==> config.mk <==
export PLATFORM = sky130hd
export DESIGN_NAME = capture_buffer_period_meter
export DESIGN_NICKNAME = d
export VERILOG_FILES = /design/src/cbpm_pkg.sv /design/src/cbpm_mem.sv /design/src/cbpm_div.sv /design/src/capture_buffer_period_meter.sv
export SDC_FILE = /design/constraint.sdc
export NUM_CORES = 2
export LEC_CHECK = 0
export BUFFER_PORTS_ARGS = -buffer_cell sky130_fd_sc_hd__buf_2
export CAP_MARGIN = 5
export CORE_MARGIN = 4
export CORE_UTILIZATION = 55
export DETAILED_ROUTE_END_ITERATION = 12
export GPL_TIMING_DRIVEN = 0
export PLACE_DENSITY = 0.69
export REMOVE_ABC_BUFFERS = 1
export SLEW_MARGIN = 20
export SYNTH_ARGS = -nofsm -noshare
export SYNTH_HDL_FRONTEND = slang
export SYNTH_HIERARCHICAL = 1
export SYNTH_SLANG_ARGS = --single-unit
==> constraint.sdc <==
create_clock -name clk -period 17.55 [get_ports clk]
set_input_delay 3.51 -clock clk [delete_from_list [all_inputs] [get_ports clk]]
set_output_delay 3.51 -clock clk [all_outputs]
set_load 0.05 [all_outputs]
==> src/cbpm_pkg.sv <==
package cbpm_pkg;

    localparam int OP_W   = 2;
    localparam int WORD_W = 32;

    localparam logic [OP_W-1:0] OP_CLEAR   = 2'd0;
    localparam logic [OP_W-1:0] OP_RECORD  = 2'd1;
    localparam logic [OP_W-1:0] OP_MEASURE = 2'd2;

    typedef logic [WORD_W-1:0] word_t;

    typedef struct packed {
        logic  high;
        word_t stamp;
    } edge_info_t;

endpackage

==> src/cbpm_mem.sv <==
module cbpm_mem #(
    parameter int DEPTH = 64,
    parameter int AW    = 6
) (
    input  logic                  clk,
    input  logic                  we,
    input  logic [AW-1:0]         waddr,
    input  cbpm_pkg::word_t       wdata,
    input  cbpm_pkg::word_t       wtime,
    input  logic [AW-1:0]         raddr,
    input  cbpm_pkg::word_t       mask,
    output cbpm_pkg::edge_info_t  rinfo
);
    import cbpm_pkg::*;

    logic [2*WORD_W-1:0] mem [DEPTH];
    logic [2*WORD_W-1:0] rd_reg;

    always_ff @(posedge clk)
    begin
        if (we)
        begin
            mem[waddr] <= {wtime, wdata};
        end
        rd_reg <= mem[raddr];
    end

    // sample is high when any observed bit is set
    assign rinfo.high  = |(rd_reg[WORD_W-1:0] & mask);
    assign rinfo.stamp = rd_reg[2*WORD_W-1:WORD_W];

endmodule

==> src/cbpm_div.sv <==
module cbpm_div #(
    parameter int TW = 38,
    parameter int PW = 6
) (
    input  logic            clk,
    input  logic            rst_n,
    input  logic            start,
    input  logic [TW-1:0]   dividend,
    input  logic [PW-1:0]   divisor,
    output logic            done,
    output cbpm_pkg::word_t quotient
);
    import cbpm_pkg::*;

    localparam int NW = $clog2(TW + 1);

    logic [TW-1:0] quo_reg, quo_next;
    logic [PW-1:0] rem_reg, rem_next;
    logic [PW-1:0] dvs_reg, dvs_next;
    logic [NW-1:0] cnt_reg, cnt_next;
    logic          busy_reg, busy_next;
    logic          done_reg, done_next;
    logic [PW:0]   trial;
    logic          fits;

    assign trial = {rem_reg, quo_reg[TW-1]};
    assign fits  = trial >= {1'b0, dvs_reg};

    always_comb
    begin
        quo_next  = quo_reg;
        rem_next  = rem_reg;
        dvs_next  = dvs_reg;
        cnt_next  = cnt_reg;
        busy_next = busy_reg;
        done_next = 1'b0;
        if (start)
        begin
            quo_next  = dividend;
            rem_next  = '0;
            dvs_next  = divisor;
            cnt_next  = NW'(TW);
            busy_next = 1'b1;
        end
        else if (busy_reg)
        begin
            // one restoring step per cycle
            if (fits)
            begin
                rem_next = PW'(trial - {1'b0, dvs_reg});
            end
            else
            begin
                rem_next = trial[PW-1:0];
            end
            quo_next = {quo_reg[TW-2:0], fits};
            cnt_next = cnt_reg - 1'b1;
            if (cnt_reg == NW'(1))
            begin
                busy_next = 1'b0;
                done_next = 1'b1;
            end
        end
    end

    always_ff @(posedge clk or negedge rst_n)
    begin
        if (!rst_n)
        begin
            cnt_reg  <= '0;
            busy_reg <= 1'b0;
            done_reg <= 1'b0;
        end
        else
        begin
            cnt_reg  <= cnt_next;
            busy_reg <= busy_next;
            done_reg <= done_next;
        end
    end

    always_ff @(posedge clk)
    begin
        quo_reg <= quo_next;
        rem_reg <= rem_next;
        dvs_reg <= dvs_next;
    end

    assign done     = done_reg;
    assign quotient = quo_reg[WORD_W-1:0];

endmodule

==> src/capture_buffer_period_meter.sv <==
// Capture buffer with rising-edge period measurement.
// Input stream (s_*): one beat per operation: clear, record or measure.
// Output stream (m_*): exactly one beat per input beat, in order.
// Clear, record and unused opcodes answer one cycle after the input beat.
// A measure with fewer than two samples also answers in the next cycle.
// Otherwise a measure walks the buffer through states RD and EV for each
// stored sample (one memory read port, registered read data), then runs
// a restoring divider one quotient bit per cycle over 32+log2(DEPTH) bits.
// With no complete period the divider is skipped.
// s_tready is low while a measure is in progress and while a result
// beat waits on m_tready; a stalled result holds m_tdata stable.
// Reset empties the buffer (fill count zero) and drops any pending result;
// the sample memory itself is not cleared and needs no clearing pass.
module capture_buffer_period_meter #(
    parameter int DEPTH = 64
) (
    input  logic clk,
    input  logic rst_n,
    input  logic s_tvalid,
    output logic s_tready,
    // [1:0] opcode, [33:2] sample_data, [65:34] sample_time, [97:66] bit_mask
    input  logic [((cbpm_pkg::OP_W + 3*cbpm_pkg::WORD_W + 7)/8)*8-1:0] s_tdata,
    output logic m_tvalid,
    input  logic m_tready,
    // [0] accepted, [32:1] avg_period, then fill_count
    output logic [((1 + cbpm_pkg::WORD_W + $clog2(DEPTH+1) + 7)/8)*8-1:0] m_tdata
);
    import cbpm_pkg::*;

    localparam int AW    = $clog2(DEPTH);
    localparam int CW    = $clog2(DEPTH + 1);
    localparam int TW    = WORD_W + AW;
    localparam int OUT_W = ((1 + WORD_W + CW + 7) / 8) * 8;

    localparam logic [2:0] ST_IDLE = 3'd0;
    localparam logic [2:0] ST_RD   = 3'd1;
    localparam logic [2:0] ST_EV   = 3'd2;
    localparam logic [2:0] ST_DIV  = 3'd3;
    localparam logic [2:0] ST_DONE = 3'd4;

    logic [2:0]    state_reg, state_next;
    logic [CW-1:0] count_reg, count_next;
    logic [AW-1:0] idx_reg, idx_next;
    word_t         mask_reg, mask_next;
    logic          prev_reg, prev_next;
    logic          have_reg, have_next;
    word_t         last_reg, last_next;
    logic [TW-1:0] total_reg, total_next;
    logic [AW-1:0] per_reg, per_next;
    logic          ov_reg, ov_next;
    logic          oacc_reg, oacc_next;
    word_t         oavg_reg, oavg_next;

    logic [OP_W-1:0] in_op;
    word_t           in_data, in_time, in_mask;
    logic            in_fire, out_free, mem_we, div_start, div_done, is_last;
    edge_info_t      rinfo;
    word_t           div_q, diff;

    assign in_op   = s_tdata[OP_W-1:0];
    assign in_data = s_tdata[OP_W +: WORD_W];
    assign in_time = s_tdata[OP_W+WORD_W +: WORD_W];
    assign in_mask = s_tdata[OP_W+2*WORD_W +: WORD_W];

    assign out_free = !ov_reg || m_tready;
    assign s_tready = (state_reg == ST_IDLE) && out_free;
    assign in_fire  = s_tvalid && s_tready;
    assign mem_we   = in_fire && (in_op == OP_RECORD) && (count_reg < CW'(DEPTH));
    assign diff     = last_reg - rinfo.stamp;
    assign is_last  = (CW'(idx_reg) + CW'(1)) == count_reg;

    cbpm_mem #(
        .DEPTH (DEPTH),
        .AW    (AW)
    ) u_mem (
        .clk   (clk),
        .we    (mem_we),
        .waddr (count_reg[AW-1:0]),
        .wdata (in_data),
        .wtime (in_time),
        .raddr (idx_reg),
        .mask  (mask_reg),
        .rinfo (rinfo)
    );

    cbpm_div #(
        .TW (TW),
        .PW (AW)
    ) u_div (
        .clk      (clk),
        .rst_n    (rst_n),
        .start    (div_start),
        .dividend (total_next),
        .divisor  (per_next),
        .done     (div_done),
        .quotient (div_q)
    );

    always_comb
    begin
        state_next = state_reg;
        count_next = count_reg;
        idx_next   = idx_reg;
        mask_next  = mask_reg;
        prev_next  = prev_reg;
        have_next  = have_reg;
        last_next  = last_reg;
        total_next = total_reg;
        per_next   = per_reg;
        ov_next    = ov_reg && !m_tready;
        oacc_next  = oacc_reg;
        oavg_next  = oavg_reg;
        div_start  = 1'b0;
        case (state_reg)
            ST_IDLE:
            begin
                if (in_fire)
                begin
                    oavg_next = '0;
                    oacc_next = 1'b1;
                    ov_next   = 1'b1;
                    case (in_op)
                        OP_CLEAR:
                        begin
                            count_next = '0;
                        end
                        OP_RECORD:
                        begin
                            if (mem_we)
                            begin
                                count_next = count_reg + 1'b1;
                            end
                            else
                            begin
                                oacc_next = 1'b0;
                            end
                        end
                        OP_MEASURE:
                        begin
                            if (count_reg >= CW'(2))
                            begin
                                ov_next    = 1'b0;
                                mask_next  = in_mask;
                                idx_next   = '0;
                                have_next  = 1'b0;
                                total_next = '0;
                                per_next   = '0;
                                state_next = ST_RD;
                            end
                        end
                        default:
                        begin
                            oacc_next = 1'b0;
                        end
                    endcase
                end
            end
            ST_RD:
            begin
                state_next = ST_EV;
            end
            ST_EV:
            begin
                prev_next = rinfo.high;
                if ((idx_reg != '0) && !prev_reg && rinfo.high)
                begin
                    if (have_reg)
                    begin
                        total_next = total_reg + TW'(diff);
                        per_next   = per_reg + 1'b1;
                    end
                    last_next = rinfo.stamp;
                    have_next = 1'b1;
                end
                idx_next = idx_reg + 1'b1;
                if (is_last)
                begin
                    if (per_next == '0)
                    begin
                        oavg_next  = '0;
                        state_next = ST_DONE;
                    end
                    else
                    begin
                        div_start  = 1'b1;
                        state_next = ST_DIV;
                    end
                end
                else
                begin
                    state_next = ST_RD;
                end
            end
            ST_DIV:
            begin
                if (div_done)
                begin
                    oavg_next  = div_q;
                    state_next = ST_DONE;
                end
            end
            ST_DONE:
            begin
                if (out_free)
                begin
                    ov_next    = 1'b1;
                    oacc_next  = 1'b1;
                    state_next = ST_IDLE;
                end
            end
            default:
            begin
                state_next = ST_IDLE;
            end
        endcase
    end

    always_ff @(posedge clk or negedge rst_n)
    begin
        if (!rst_n)
        begin
            state_reg <= ST_IDLE;
            count_reg <= '0;
            ov_reg    <= 1'b0;
        end
        else
        begin
            state_reg <= state_next;
            count_reg <= count_next;
            ov_reg    <= ov_next;
        end
    end

    always_ff @(posedge clk)
    begin
        idx_reg   <= idx_next;
        mask_reg  <= mask_next;
        prev_reg  <= prev_next;
        have_reg  <= have_next;
        last_reg  <= last_next;
        total_reg <= total_next;
        per_reg   <= per_next;
        oacc_reg  <= oacc_next;
        oavg_reg  <= oavg_next;
    end

    assign m_tvalid = ov_reg;
    assign m_tdata  = OUT_W'({count_reg, oavg_reg, oacc_reg});

endmodule

==> results.md <==
- Post-synth EDFFs: 4,245
- Power per Cell Area: 140 nW/um^2
- Synth area leaders: edfxtp_1 76%, mux4_2 14%, dfxtp_1 1.4%
- Most used cell along the critical path: buf_2
- Slowest stage cell, crit path: buf_2
- Share of cells above drive strength 1: 29.1%
- Max Cap Viol: 0
- Endpoints failing setup: 0
- H-tree depth: 5
- Synth Flop Type: edfxtp_1
- GR Util All Layers: 30.0%
- Fill count: 18,900
- Vias in the first global route: 88,400
- # port buffers: 143
- Min Tclk post-route: about 7.7 ns
- Chip Width: 562 um
- Post-synthesis cell area: 169,000 sq um
- Warnings from Yosys: 6
- Post-route cell area: 199,000 sq um
- #FFs+latches synth: approximately 4,400
- Die Area: roughly 320,000 sq um
- Status: complete, no violations
- Final HPWL from detailed placement: just over 300,000 um
- Reg2Reg Setup Slack: 11.29 ns
- CP cell instances: buf_2, nand2b_1, nand2_1, nor2_1, buf_2
- Final Skew: ~0.073 ns
- Post-CTS sizing: 0
- Cell count after synthesis: around 8,000
- CTS sink cnt: 4,378
- GP Congestion: 0.806
- Starting Density: 55.2%
- Via count: 89,000
- RSZ-0062 raised after global routing: false
- Net switching fraction of the power: around 29%
- Worst-path clk slew: approximately 0.060 ns
- Longest Clk Path Bufs: 4
- Max_slew headroom: 27.0%
- Core ar.: 306,000 sq um
- Net switching power: 7.97 mW
- Post-CTS setup buffers: 0
- Io pins: 150
- Final ANT Viol Nets: 0
- Site Rows: 203
- WL/cell: 36.4 um
- Seq/Total Area, Yosys: 77.2%
- Max reg flops: 4,096
- First-pass GRT wire length: about 670,000 um
- Grt ovf: 0
- Leakage: 63.9 nW
- CTS Buf Count: 430
- Top post-synthesis cells by count: 4,245 x edfxtp_1, 1,024 x mux4_2, 180 x a22oi_1
- Most frequent cell after synthesis: edfxtp_1
- Max VDD drop: between 90 and 100 uV
- CTS root buf: clkbuf_16
- FMAX: 129 MHz
- Antenna violations before repair: 31
- Post-layout util: about two thirds
- Maximum fanout along the worst path: 3
- Crit-path max cell delay: slightly below 0.3 ns
- Worst Tran Pin Value: 1.09 ns
- Drt total wl: 473,000 um
- Kind of critical path: in2out
- Cells after DPL: roughly 12,000
- Reg-to-Reg End: u_div/quo_reg[3]
- Slew Limit Fails: 0
- Worst Hold Endpoint: last_reg[19]
- Internal Dissipation: 19.9 mW
- Final cell count without fillers: 13,000
- R2R cell count: 13
- Min-delay src: u_mem/rd_reg[51]
- Clock power share: 32.2%
- Synth area leader: edfxtp_1
- Crit Reg-Reg Startpoint: mask_reg[0]
- CTS tree: yes
- Worst EP required: 14.04 ns
- Hold Path Class: reg2reg
- Synth Area per Inst: ~22 sq um
- Largest net degree at the start of global routing: between 60 and 70
- Hold path depth: 0
- Drt drc: 0
- Total power: 27.8 mW
- Netlist cell types: 82
- Drt first pass iters: 6
- Critical path endpoint category: output port
- Chip height: between 500 and 600 um
- Via density: between 6 and 7
- Post-layout nets: 8,691
- Area growth from synthesis to layout: 17.9%
- Fin crit share: 44.1%
- Skew-Pair Late Insertion Delay: 0.99 ns
- Startpoint Class: input pin
- Combinational power share: around 25%
- Final Hold Viols: 0
- Sequential share of power: between 40% and 50%
- Worst EP arrival: roughly 4.2 ns
- Share of flip-flops with an asynchronous set or reset: 0.434%
- Cell Area, Placed: approximately 190,000 sq um
- Post-synth top area share: 75.5%
- Number of DRC markers in iteration 0: 13,500
- Hold Buf Count CTS: 0
[cell type report]
type	count	area, sq um	area share (%)
multi-input cells	2834	36500	18.3
clock buffers	530	11300	5.68
inverters	94	355	0.179
clock inverters	268	2400	1.21
diodes	28	70.1	0.0352
flip-flops and latches	4378	130000	65.5
repair buffers	764	13000	6.55
well taps	4100	5130	2.58
[layout by cell type, fill, tap and decap left out, types with 109 or more instances in the layout]
| cell | instances |
|---|---|
| nor2_1 | 109 |
| mux2i_1 | 142 |
| buf_12 | 239 |
| mux4_2 | 1024 |
| buf_2 | 144 |
| nand2_1 | 117 |
| dfxtp_1 | 114 |
| a22oi_1 | 180 |
| buf_16 | 164 |
| clkbuf_16 | 431 |
| buf_8 | 178 |
| edfxtp_1 | 4245 |
[metrics by stage]
stage          setup TNS [ns]  hold WS, ns  worst slack, ns
4_1_cts                     0        0.416             9.82
6_report                    0        0.404             9.82
3_3_place_gp                -        0.420           -67.05
5_1_grt                     0        0.426             9.74
3_5_place_dp                0        0.418             9.82
2_1_floorplan        -6768.99        0.408           -29.59
[worst max-delay path by stage]
| stage | from | endpoint | slack, ns |
|---|---|---|---|
| after global routing | m_tready | s_tready | 9.74 |
| after detailed placement | m_tready | s_tready | 9.82 |
| final | m_tready | s_tready | 9.82 |
| after global placement | idx_reg[2] | u_mem/rd_reg[47] | -67.05 |
| after floorplan | idx_reg[0] | u_mem/rd_reg[11] | -29.59 |
| after CTS | m_tready | s_tready | 9.82 |
[routing by layer]
metal  part of all wire, %  global-route usage, %  wire, um
met5                 0.029                      0       136
met4                   5.5                   13.3     25800
met3                    14                   8.91     66600
met2                    45                   44.1    212000
met1                    36                   42.1    169000
[power groups by stage]
stage                     clock [mW]  combinational (mW)  sequential [mW]
after floorplan                    0                7.24             12.6
after global placement             0                9.25             12.8
after detailed placement           0                6.77             12.2
after CTS                       9.06                6.85             11.9
after global routing            9.53                7.32             12.0
final                           8.97                6.91             11.9
[cells by family (layout without fill, tap and decap cells)]
kind of cell / count (synthesis) / in the layout / synth area share (%)
compound gates: 776 / 776 / 3.36
fa+ha+maj: 81 / 81 / 0.614
simple gates: 699 / 699 / 2.10
xor+xnor: 73 / 73 / 0.379
mux: 1205 / 1205 / 14.8
other cells: 0 / 28 / 0
flops: 4378 / 4378 / 77.2
buf+inv: 558 / 1656 / 1.61
[worst max-delay path, delay by kind of cell]
family / cells / cell delay (ns)
and+or+nand+nor: 3 / 0.35
buffers and inverters: 2 / 0.36
No activity file was read; power rests on OpenSTA's default activity.
